$ cat config.mk
export PLATFORM = sky130hd
export DESIGN_NAME = dda_line_rasterizer_interp_core
export DESIGN_NICKNAME = d
export VERILOG_FILES = /design/src/rtl/core/dlri_pkg.sv /design/src/rtl/core/dda_line_rasterizer_interp_core.sv
export SDC_FILE = /design/constraint.sdc
export NUM_CORES = 2
export LEC_CHECK = 0
export BUFFER_PORTS_ARGS = -buffer_cell sky130_fd_sc_hd__buf_2
export CORE_MARGIN = 2
export CORE_UTILIZATION = 40
export DETAILED_ROUTE_END_ITERATION = 7
export PLACE_DENSITY_LB_ADDON = 0.15
export SYNTH_ARGS = -nofsm -noshare
export SYNTH_HDL_FRONTEND = slang
export SYNTH_SLANG_ARGS = --single-unit
$ cat constraint.sdc
create_clock -name clock -period 18.4 [get_ports clock]
set_clock_uncertainty 0.1 [all_clocks]
set_input_delay 1.84 -clock clock [delete_from_list [all_inputs] [get_ports clock]]
set_output_delay 1.84 -clock clock [all_outputs]
set_load 0.02 [all_outputs]
$ cat src/rtl/core/dlri_pkg.sv
`timescale 1ns / 1ps
// ----------------------------------------------------------------------------
// dlri_pkg
// Shared types, constants and helpers for the DDA line rasterizer core.
// ----------------------------------------------------------------------------
package dlri_pkg;

   localparam int COORD_W      = 24;
   localparam int ACC_W        = 40;
   localparam int POS_W        = 16;
   localparam int SCR_W        = 13;
   localparam int DIVD_W       = 33;
   localparam int EXT_W        = 16;
   localparam int NUM_ACC      = 5;
   localparam int IDX_W        = 3;
   localparam int CNT_W        = 6;
   localparam int MUL_CNT_W    = 4;
   localparam int REQ_DATA_W   = 192;
   localparam int RSP_DATA_W   = 80;

   localparam logic [SCR_W-1:0] MAX_DIM        = 13'd4096;
   localparam logic [SCR_W-1:0] WIDTH_RESET    = 13'd1024;
   localparam logic [SCR_W-1:0] HEIGHT_RESET   = 13'd768;
   localparam logic [CNT_W-1:0] DIV_LAST_CNT   = 6'd32;
   localparam logic [IDX_W-1:0] LAST_ACC       = 3'd4;

   // Accumulator slots; the step deltas use the same order.
   localparam logic [IDX_W-1:0] ACC_MINOR = 3'd0;
   localparam logic [IDX_W-1:0] ACC_DEPTH = 3'd1;
   localparam logic [IDX_W-1:0] ACC_RED   = 3'd2;
   localparam logic [IDX_W-1:0] ACC_GREEN = 3'd3;
   localparam logic [IDX_W-1:0] ACC_BLUE  = 3'd4;

   localparam logic OP_START = 1'b0;
   localparam logic OP_STEP  = 1'b1;

   localparam logic REG_WIDTH  = 1'b0;
   localparam logic REG_HEIGHT = 1'b1;

   typedef enum logic [3:0] {
      ST_IDLE  = 4'b0001,
      ST_DIV   = 4'b0010,
      ST_DIVWR = 4'b0100,
      ST_MUL   = 4'b1000
   } state_type;

   // Whole-pixel part of a coordinate, rounded toward zero.
   function automatic logic [POS_W-1:0] coord_trunc(input logic [COORD_W-1:0] v);
      logic [COORD_W:0] t;
      t = {v[COORD_W-1], v} + {17'd0, {8{v[COORD_W-1]}}};
      return t[23:8];
   endfunction

   // Coordinate format to accumulator format.
   function automatic logic [ACC_W-1:0] to_fine(input logic [COORD_W-1:0] v);
      return {{8{v[COORD_W-1]}}, v, 8'd0};
   endfunction

   function automatic logic [DIVD_W-1:0] mag33(input logic [DIVD_W-1:0] v);
      return v[DIVD_W-1] ? (~v + 33'd1) : v;
   endfunction

endpackage

$ cat src/rtl/core/dda_line_rasterizer_interp_core.sv
`timescale 1ns / 1ps
// A step item gives its result in the cycle after it is accepted; step items
// are taken one per cycle while the result side keeps up.
// A start item for a line that is not a point runs five divisions plus a write each on the shared
// adder, and then a shift-add advance of the accumulators when the major start is negative.
// Reset is synchronous and active high; it clears the line and restores screen 1024 x 768.
// ----------------------------------------------------------------------------
// dda_line_rasterizer_interp_core
// DDA line rasterizer with depth and colour interpolation; the start setup runs on one shared adder.
// ----------------------------------------------------------------------------
module dda_line_rasterizer_interp_core (
   input  logic                                clock,
   input  logic                                reset,
   input  logic                                req_tvalid,
   output logic                                req_tready,
   // start_x, start_y, start_depth, start_rgb, end_x, end_y, end_depth, end_rgb
   input  logic [dlri_pkg::REQ_DATA_W-1:0]     req_tdata,
   // opcode
   input  logic                                req_tuser,
   output logic                                rsp_tvalid,
   input  logic                                rsp_tready,
   // pixel_x, pixel_y, pixel_depth, pixel_rgb
   output logic [dlri_pkg::RSP_DATA_W-1:0]     rsp_tdata,
   // has_pixel
   output logic                                rsp_tuser,
   // is_last
   output logic                                rsp_tlast,
   input  logic                                csr_valid,
   output logic                                csr_ready,
   input  logic                                csr_index,
   input  logic [dlri_pkg::SCR_W-1:0]          csr_data
);
   import dlri_pkg::*;

   state_type state_ff;
   logic [SCR_W-1:0] width_ff, height_ff;
   logic line_active_ff, point_ff, x_major_ff, start_neg_ff;
   logic [POS_W-1:0] pos_ff, end_ff, nstep_ff;
   logic [ACC_W-1:0] acc_ff [NUM_ACC];
   logic [ACC_W-1:0] delta_ff [NUM_ACC];
   logic [DIVD_W-1:0] divd_ff [NUM_ACC];
   logic [EXT_W-1:0] ext_ff;
   logic [IDX_W-1:0] k_ff;
   logic [CNT_W-1:0] cnt_ff;
   logic [MUL_CNT_W-1:0] bit_ff;
   logic [15:0] rem_ff;
   logic [DIVD_W-1:0] quo_ff;
   logic rsp_valid_ff, rsp_user_ff, rsp_last_ff;
   logic [RSP_DATA_W-1:0] rsp_data_ff;

   logic req_acc, step_acc, start_acc;
   assign req_tready = (state_ff == ST_IDLE) && (!rsp_valid_ff || rsp_tready);
   assign req_acc    = req_tvalid && req_tready;
   assign step_acc   = req_acc && (req_tuser == OP_STEP);
   assign start_acc  = req_acc && (req_tuser == OP_START);
   assign csr_ready  = 1'b1;
   assign rsp_tvalid = rsp_valid_ff;
   assign rsp_tdata  = rsp_data_ff;
   assign rsp_tuser  = rsp_user_ff;
   assign rsp_tlast  = rsp_last_ff;

   // ---------------- start item setup ----------------
   logic [COORD_W-1:0] x1, y1, z1, c1, x2, y2, z2, c2;
   assign x1 = req_tdata[23:0];
   assign y1 = req_tdata[47:24];
   assign z1 = req_tdata[71:48];
   assign c1 = req_tdata[95:72];
   assign x2 = req_tdata[119:96];
   assign y2 = req_tdata[143:120];
   assign z2 = req_tdata[167:144];
   assign c2 = req_tdata[191:168];

   logic [24:0] dx, dy, adx, ady;
   logic [EXT_W-1:0] w, h;
   logic x_maj, swap, is_point;
   logic [COORD_W-1:0] ma1, ma2, mi1, mi2, ma_lo, ma_hi, mi_lo, mi_hi, z_lo, z_hi, c_lo, c_hi;
   logic [POS_W-1:0] st16, en16, en_clamp;
   logic [SCR_W-1:0] dim_raw, dim;
   logic [24:0] dmi, dz;
   logic [DIVD_W-1:0] divd_in [NUM_ACC];
   logic [8:0] dc [3];
   logic [8:0] csum [3];
   logic [COORD_W-1:0] zmin;

   always_comb begin
      dx  = {x2[23], x2} - {x1[23], x1};
      dy  = {y2[23], y2} - {y1[23], y1};
      adx = dx[24] ? (~dx + 25'd1) : dx;
      ady = dy[24] ? (~dy + 25'd1) : dy;
      w   = adx[23:8];
      h   = ady[23:8];
      is_point = (w == '0) && (h == '0);
      x_maj = (w >= h);
      ma1 = x_maj ? x1 : y1;
      ma2 = x_maj ? x2 : y2;
      mi1 = x_maj ? y1 : x1;
      mi2 = x_maj ? y2 : x2;
      swap  = !($signed(ma1) < $signed(ma2));
      ma_lo = swap ? ma2 : ma1;
      ma_hi = swap ? ma1 : ma2;
      mi_lo = swap ? mi2 : mi1;
      mi_hi = swap ? mi1 : mi2;
      z_lo  = swap ? z2 : z1;
      z_hi  = swap ? z1 : z2;
      c_lo  = swap ? c2 : c1;
      c_hi  = swap ? c1 : c2;
      st16  = coord_trunc(ma_lo);
      en16  = coord_trunc(ma_hi);
      dim_raw = x_maj ? width_ff : height_ff;
      dim   = (dim_raw > MAX_DIM) ? MAX_DIM : dim_raw;
      if ($signed({en16[15], en16}) >= $signed({4'd0, dim})) begin
         en_clamp = 16'({3'd0, dim} - 16'd1);
      end else begin
         en_clamp = en16;
      end
      dmi = {mi_hi[23], mi_hi} - {mi_lo[23], mi_lo};
      dz  = {z_hi[23], z_hi} - {z_lo[23], z_lo};
      divd_in[ACC_MINOR] = {dmi, 8'd0};
      divd_in[ACC_DEPTH] = {dz, 8'd0};
      for (int k = 0; k < 3; k++) begin
         dc[k]   = {1'b0, c_hi[23-8*k -: 8]} - {1'b0, c_lo[23-8*k -: 8]};
         csum[k] = {1'b0, c1[23-8*k -: 8]} + {1'b0, c2[23-8*k -: 8]};
         divd_in[2+k] = {{8{dc[k][8]}}, dc[k], 16'd0};
      end
      zmin = ($signed(z1) < $signed(z2)) ? z1 : z2;
   end

   // ---------------- step item output ----------------
   logic [ACC_W-1:0] tmin, tdep;
   logic [23:0] qmin;
   logic [31:0] qdep;
   logic [POS_W-1:0] minor_o;
   logic [23:0] depth_o, rgb_o, cv;
   logic has_o, last_o;
   logic [RSP_DATA_W-1:0] data_o;

   always_comb begin
      tmin = acc_ff[ACC_MINOR] + {24'd0, {16{acc_ff[ACC_MINOR][ACC_W-1]}}};
      qmin = tmin[39:16];
      if (qmin[23:15] == '0 || qmin[23:15] == '1) begin
         minor_o = qmin[15:0];
      end else begin
         minor_o = qmin[23] ? 16'h8000 : 16'h7fff;
      end
      tdep = acc_ff[ACC_DEPTH] + {32'd0, {8{acc_ff[ACC_DEPTH][ACC_W-1]}}};
      qdep = tdep[39:8];
      if (qdep[31:23] == '0 || qdep[31:23] == '1) begin
         depth_o = qdep[23:0];
      end else begin
         depth_o = qdep[31] ? 24'h800000 : 24'h7fffff;
      end
      rgb_o = '0;
      for (int k = 0; k < 3; k++) begin
         cv = acc_ff[2+k][39:16];
         if (acc_ff[2+k][ACC_W-1]) begin
            rgb_o[23-8*k -: 8] = 8'd0;
         end else if (cv[23:8] != '0) begin
            rgb_o[23-8*k -: 8] = 8'hff;
         end else begin
            rgb_o[23-8*k -: 8] = cv[7:0];
         end
      end
      has_o  = point_ff || acc_ff[ACC_DEPTH][ACC_W-1] || (acc_ff[ACC_DEPTH] == '0);
      last_o = point_ff || ($signed(pos_ff) >= $signed(end_ff));
      if (x_major_ff) begin
         data_o = {rgb_o, depth_o, minor_o, pos_ff};
      end else begin
         data_o = {rgb_o, depth_o, pos_ff, minor_o};
      end
   end

   // ---------------- shared adder ----------------
   logic [16:0] rem_sh;
   logic [ACC_W-1:0] add_a, add_b, add_sum, q40;
   logic div_ge;

   always_comb begin
      rem_sh = {rem_ff, quo_ff[DIVD_W-1]};
      if (state_ff == ST_MUL) begin
         add_a = acc_ff[k_ff];
         add_b = delta_ff[k_ff] << bit_ff;
      end else begin
         add_a = {23'd0, rem_sh};
         add_b = ~{24'd0, ext_ff} + 40'd1;
      end
      add_sum = add_a + add_b;
      div_ge  = !add_sum[ACC_W-1];
      q40 = {7'd0, quo_ff};
      if (divd_ff[k_ff][DIVD_W-1]) begin
         q40 = ~q40 + 40'd1;
      end
   end

   // ---------------- control and datapath ----------------
   always_ff @(posedge clock) begin
      if (reset) begin
         state_ff       <= ST_IDLE;
         width_ff       <= WIDTH_RESET;
         height_ff      <= HEIGHT_RESET;
         line_active_ff <= 1'b0;
         point_ff       <= 1'b0;
         rsp_valid_ff   <= 1'b0;
         k_ff           <= '0;
         cnt_ff         <= '0;
         bit_ff         <= '0;
      end else begin
         if (csr_valid) begin
            if (csr_index == REG_WIDTH) begin
               width_ff <= csr_data;
            end else begin
               height_ff <= csr_data;
            end
         end
         if (step_acc) begin
            rsp_valid_ff <= 1'b1;
         end else if (rsp_tready) begin
            rsp_valid_ff <= 1'b0;
         end
         unique case (state_ff)
            ST_IDLE: begin
               if (step_acc) begin
                  if (!line_active_ff) begin
                     rsp_data_ff <= '0;
                     rsp_user_ff <= 1'b0;
                     rsp_last_ff <= 1'b1;
                  end else begin
                     rsp_data_ff <= data_o;
                     rsp_user_ff <= has_o;
                     rsp_last_ff <= last_o;
                     if (last_o) begin
                        line_active_ff <= 1'b0;
                        point_ff       <= 1'b0;
                     end else begin
                        pos_ff <= pos_ff + 16'd1;
                        for (int k = 0; k < NUM_ACC; k++) begin
                           acc_ff[k] <= acc_ff[k] + delta_ff[k];
                        end
                     end
                  end
               end else if (start_acc) begin
                  if (is_point) begin
                     line_active_ff <= 1'b1;
                     point_ff       <= 1'b1;
                     x_major_ff     <= 1'b1;
                     pos_ff         <= coord_trunc(x1);
                     end_ff         <= coord_trunc(x1);
                     acc_ff[ACC_MINOR] <= to_fine(y1);
                     acc_ff[ACC_DEPTH] <= to_fine(zmin);
                     for (int k = 0; k < 3; k++) begin
                        acc_ff[2+k] <= {16'd0, csum[k], 15'd0};
                     end
                  end else begin
                     line_active_ff <= 1'b0;
                     point_ff       <= 1'b0;
                     x_major_ff     <= x_maj;
                     start_neg_ff   <= st16[POS_W-1];
                     nstep_ff       <= ~st16 + 16'd1;
                     pos_ff         <= st16[POS_W-1] ? '0 : st16;
                     end_ff         <= en_clamp;
                     ext_ff         <= x_maj ? w : h;
                     acc_ff[ACC_MINOR] <= to_fine(mi_lo);
                     acc_ff[ACC_DEPTH] <= to_fine(z_lo);
                     for (int k = 0; k < 3; k++) begin
                        acc_ff[2+k] <= {16'd0, c_lo[23-8*k -: 8], 16'd0};
                     end
                     for (int k = 0; k < NUM_ACC; k++) begin
                        divd_ff[k] <= divd_in[k];
                     end
                     k_ff     <= ACC_MINOR;
                     cnt_ff   <= '0;
                     rem_ff   <= '0;
                     quo_ff   <= mag33(divd_in[ACC_MINOR]);
                     state_ff <= ST_DIV;
                  end
               end
            end
            ST_DIV: begin
               // One restoring quotient bit per cycle.
               rem_ff <= div_ge ? add_sum[15:0] : rem_sh[15:0];
               quo_ff <= {quo_ff[DIVD_W-2:0], div_ge};
               if (cnt_ff == DIV_LAST_CNT) begin
                  state_ff <= ST_DIVWR;
               end else begin
                  cnt_ff <= cnt_ff + 6'd1;
               end
            end
            ST_DIVWR: begin
               delta_ff[k_ff] <= q40;
               cnt_ff <= '0;
               rem_ff <= '0;
               if (k_ff == LAST_ACC) begin
                  k_ff   <= '0;
                  bit_ff <= '0;
                  if (start_neg_ff) begin
                     state_ff <= ST_MUL;
                  end else begin
                     line_active_ff <= ($signed(pos_ff) <= $signed(end_ff));
                     state_ff <= ST_IDLE;
                  end
               end else begin
                  k_ff     <= k_ff + 3'd1;
                  quo_ff   <= mag33(divd_ff[k_ff + 3'd1]);
                  state_ff <= ST_DIV;
               end
            end
            ST_MUL: begin
               // Advance the accumulators by the skipped steps, one bit of the count a cycle.
               if (nstep_ff[bit_ff]) begin
                  acc_ff[k_ff] <= add_sum;
               end
               bit_ff <= bit_ff + 4'd1;
               if (bit_ff == '1) begin
                  if (k_ff == LAST_ACC) begin
                     line_active_ff <= ($signed(pos_ff) <= $signed(end_ff));
                     state_ff <= ST_IDLE;
                  end else begin
                     k_ff <= k_ff + 3'd1;
                  end
               end
            end
            default: state_ff <= ST_IDLE;
         endcase
      end
   end

`ifndef SYNTHESIS
   a_no_line_while_busy: assert property (@(posedge clock) disable iff (reset)
      (state_ff != ST_IDLE) |-> !line_active_ff)
      else $error("line active during setup");
   a_point_needs_line: assert property (@(posedge clock) disable iff (reset)
      point_ff |-> line_active_ff)
      else $error("point case without active line");
   a_div_count: assert property (@(posedge clock) disable iff (reset)
      (state_ff == ST_DIV) |-> (cnt_ff <= DIV_LAST_CNT))
      else $error("divider count overrun");
   a_idle_step_last: assert property (@(posedge clock) disable iff (reset)
      (step_acc && !line_active_ff) |=> (rsp_valid_ff && rsp_last_ff && !rsp_user_ff))
      else $error("step without line must be last");
`endif

endmodule

==> out/metrics.cfg <==
[run_status]
status = complete, no violations

[logic_synthesis]
yosys.cell_count.top_type = edfxtp_1
synth_cells = 7500
syn_area_per_cell_um2 = 9.714
synth_commonest_cells = edfxtp_1, nand2_1, nor2_1
synthTopCellsByArea = edfxtp_1, ha_1, mux4_2
synth_top_area_share_pct = 37.67
synth-edff-count = 914
synth_area_um2 = 72850
ys_types = 98
synth_flop_cell = edfxtp_1
yosysWarnings = 0
ys_seq_area_share_pct = 39.02
synth_fp_nets = 8205
async_flop_share_pct = 0
yosysTopAreaCell = edfxtp_1
ys_seq_elements = 963

[cts]
hold_buffers = 0
post-cts-setup-buffer-count = 0
htree_levels = 3
clk_latency_ns = 0.78
cts_tree = built
cts_buffers = 112
ctsResizeCount = 0
clock-sinks = 963
path_clk_slew_ns = 0.06
cts-root-buf = clkbuf_16
cts_max_path_buffers = 3

[sta]
fmax_ghz = 0.05872
period_needed_ns = 17.03
final-max-slew-violation-count = 0
tightest_slew_ns = 1.361
finalCritPeriodShare_pct = 92.55
rsz0062_at_grt = no
fin_setup_tns_ns = 0
setup_viol = 0
finalHoldViolations = 0
slew_headroom_pct = 8.612

[grt]
grt_pass1_vias = 60240
antenna_found_initial = 20
groute.usage.overall_pct = 32.75
grt_max_degree = 151
grt_pass1_wl_um = 438400
grt-ovfl-total = 0

[hold_path]
hold_depth = 2
hold_start = height_ff[12]
hp-class = register to register
holdPathEnd = height_ff[12]

[floorplanning]
rows = 156
io-pin-count = 297
die_x_um = 430.8
coreArea_um2 = 180900
die_area_um2 = 185600
fp.dieH_um = 430.8
initial_utilization_pct = 40.26

[critical_path]
cpPeakStageDelay_ns = 0.60
critical_path_class = primary input to register
cp_slowest_cell = a2111oi_2
rrSetupSlack_ns = 8.67
required_ns = 18.78
cp.arrival_ns = 17.41
r2r_cells = 25
endpoint_kind = register
r2r_end = rem_ff[14]
critPathMaxFanout = 66
cp-start-kind = primary input

[routing]
vias_per_cell = 6.278
drt_wl_total_um = 312800
vias = 64020
wl_per_cell_um = 30.67
drcViolationCount = 0
detail_route.first_pass.iterations = 6
drtIter0Drc = 7783
detail-route-antenna-nets = 0

[final_layout]
drive_gt1_share_pct = 12.64
area_growth_syn_to_layout_pct = 11.29
final_nets = 8426

[pwr]
p_int_mw = 6.741
power_frac_comb_pct = 57.6
p_leak_nw = 30.35
pwr-share-clk_pct = 17.1
switching_power_mw = 6.276
power_mw = 13.02
ir_drop_mv = 0.3747
p_seq_share_pct = 25.2
pwr_density_cell_nw_per_um2 = 160.6
p_sw_share_pct = 48.21

[placed_design]
dp_hpwl_um = 242400
port_buffers = 295
gp_congestion = 1.007

[flow_run]
maxCapViolations = 0

[per-layer routing]
metal / share of wire (%) / routed length, um / vias up / track usage, %
li1: - / - / 28710 / -
met3: 8.8 / 27460 / 645 / 5.376
met5: 0.017 / 52 / - / 0
met4: 5.9 / 18450 / 8 / 16.94
met2: 45 / 139400 / 3203 / 51.29
met1: 41 / 127400 / 31460 / 43.62
[sequential cells by signal, indices dropped and copies added (netlist names), 16 cells and up, named ones only]
name,cells
divd_ff,77
pos_ff,16
ext_ff,16
delta_ff,320
acc_ff,320
nstep_ff,16
end_ff,16
quo_ff,33
rem_ff,16
rsp_tdata,80
[through the flow]
stage | area, um^2 | std cells | hold WS, ns | setup slack, ns | util (%)
finish | 81080 | 10200 | 0.3681 | 1.371 | 44.81
CTS | 81050 | 10190 | 0.3708 | 1.812 | 44.79
global placement | 77480 | 9977 | 0.3541 | 1.123 | 42.82
floorplan | 72850 | 7500 | 0.3366 | 0.9489 | -
detailed placement | 77480 | 9977 | 0.3630 | 1.023 | 42.82
global route | 81060 | 10190 | 0.4007 | 0.6081 | 44.80
[critical path: cells and delay by family]
kind / cells / cell delay, ns
adder cells (fa/ha/maj): 4 / 1.29
XOR/XNOR: 1 / 0.23
AND/OR/NAND/NOR: 11 / 3.43
AO/OA/AOI/OAI: 28 / 8.76
buffers and inverters: 7 / 1.72
[worst max path at each step]
| stage | from | endpoint | slack [ns] | depth (start not counted) |
|---|---|---|---|---|
| floorplan | req_tdata[120] | end_ff[2] | 0.95 | 70 |
| global placement | req_tdata[120] | quo_ff[30] | 1.12 | 52 |
| detailed placement | req_tdata[120] | quo_ff[30] | 1.02 | 52 |
| CTS | req_tdata[120] | quo_ff[30] | 1.81 | 52 |
| global route | req_tdata[120] | quo_ff[30] | 0.61 | 54 |
| finish | req_tdata[25] | quo_ff[30] | 1.37 | 51 |
[cells in the final DEF, fill, tap and decap left out, types with 30 or more instances in the layout]
cell         n
or3_1       68
nor4_1      59
nor3_1     135
mux2i_1    245
a21oi_1    549
edfxtp_1   914
clkbuf_16  114
or2_2       30
o21ai_0    487
nand3_1    167
xnor2_1    305
nand2b_1    76
a31oi_1    100
a22oi_1     44
o31ai_1     48
nor2_1     557
nand4_1     54
nand3b_1    34
nand2_1    808
a311oi_1    30
inv_1      309
o21bai_1    40
mux2_2      47
o22ai_1     77
buf_2      295
mux4_2     175
a21o_1     168
o211ai_1    97
and2_1      38
buf_4      158
ha_1       481
o21a_1      74
nor2b_1     75
xor2_1     210
dfxtp_1     41
a211oi_1    76
and3_1      83
[cells by family after synthesis]
group                    Yosys count  synth area share (%)
AO/OA/AOI/OAI                   2083                 18.18
XOR/XNOR                         523                 6.288
adder cells (fa/ha/maj)          493                 8.591
buffers and inverters            658                 3.490
flip-flops                       963                 39.02
multiplexers                     468                 9.516
other                              1              0.005147
AND/OR/NAND/NOR                 2311                 14.91
[power by group through the flow]
stage                     Sequential [mW]  Clock, mW  Combinational [mW]
final                                3.28       2.23                7.50
after CTS                            3.27       2.25                7.38
after global routing                 3.29       2.33                8.11
after floorplan                      3.24          0                4.83
after detailed placement             3.32          0                7.34
after global placement               3.31          0                7.33
[area by class of cell]
| cell class | instances | area (um^2) |
|---|---|---|
| antenna | 10 | 25.02 |
| clock buffer | 129 | 2909 |
| clock inverter | 82 | 664.4 |
| fill | 17360 | 99860 |
| inverter | 311 | 1172 |
| multi-input combinational | 5879 | 42210 |
| sequential | 963 | 28440 |
| tap | 2370 | 2965 |
| timing repair buffer | 454 | 2683 |
Power figures use the tool's default switching activity.
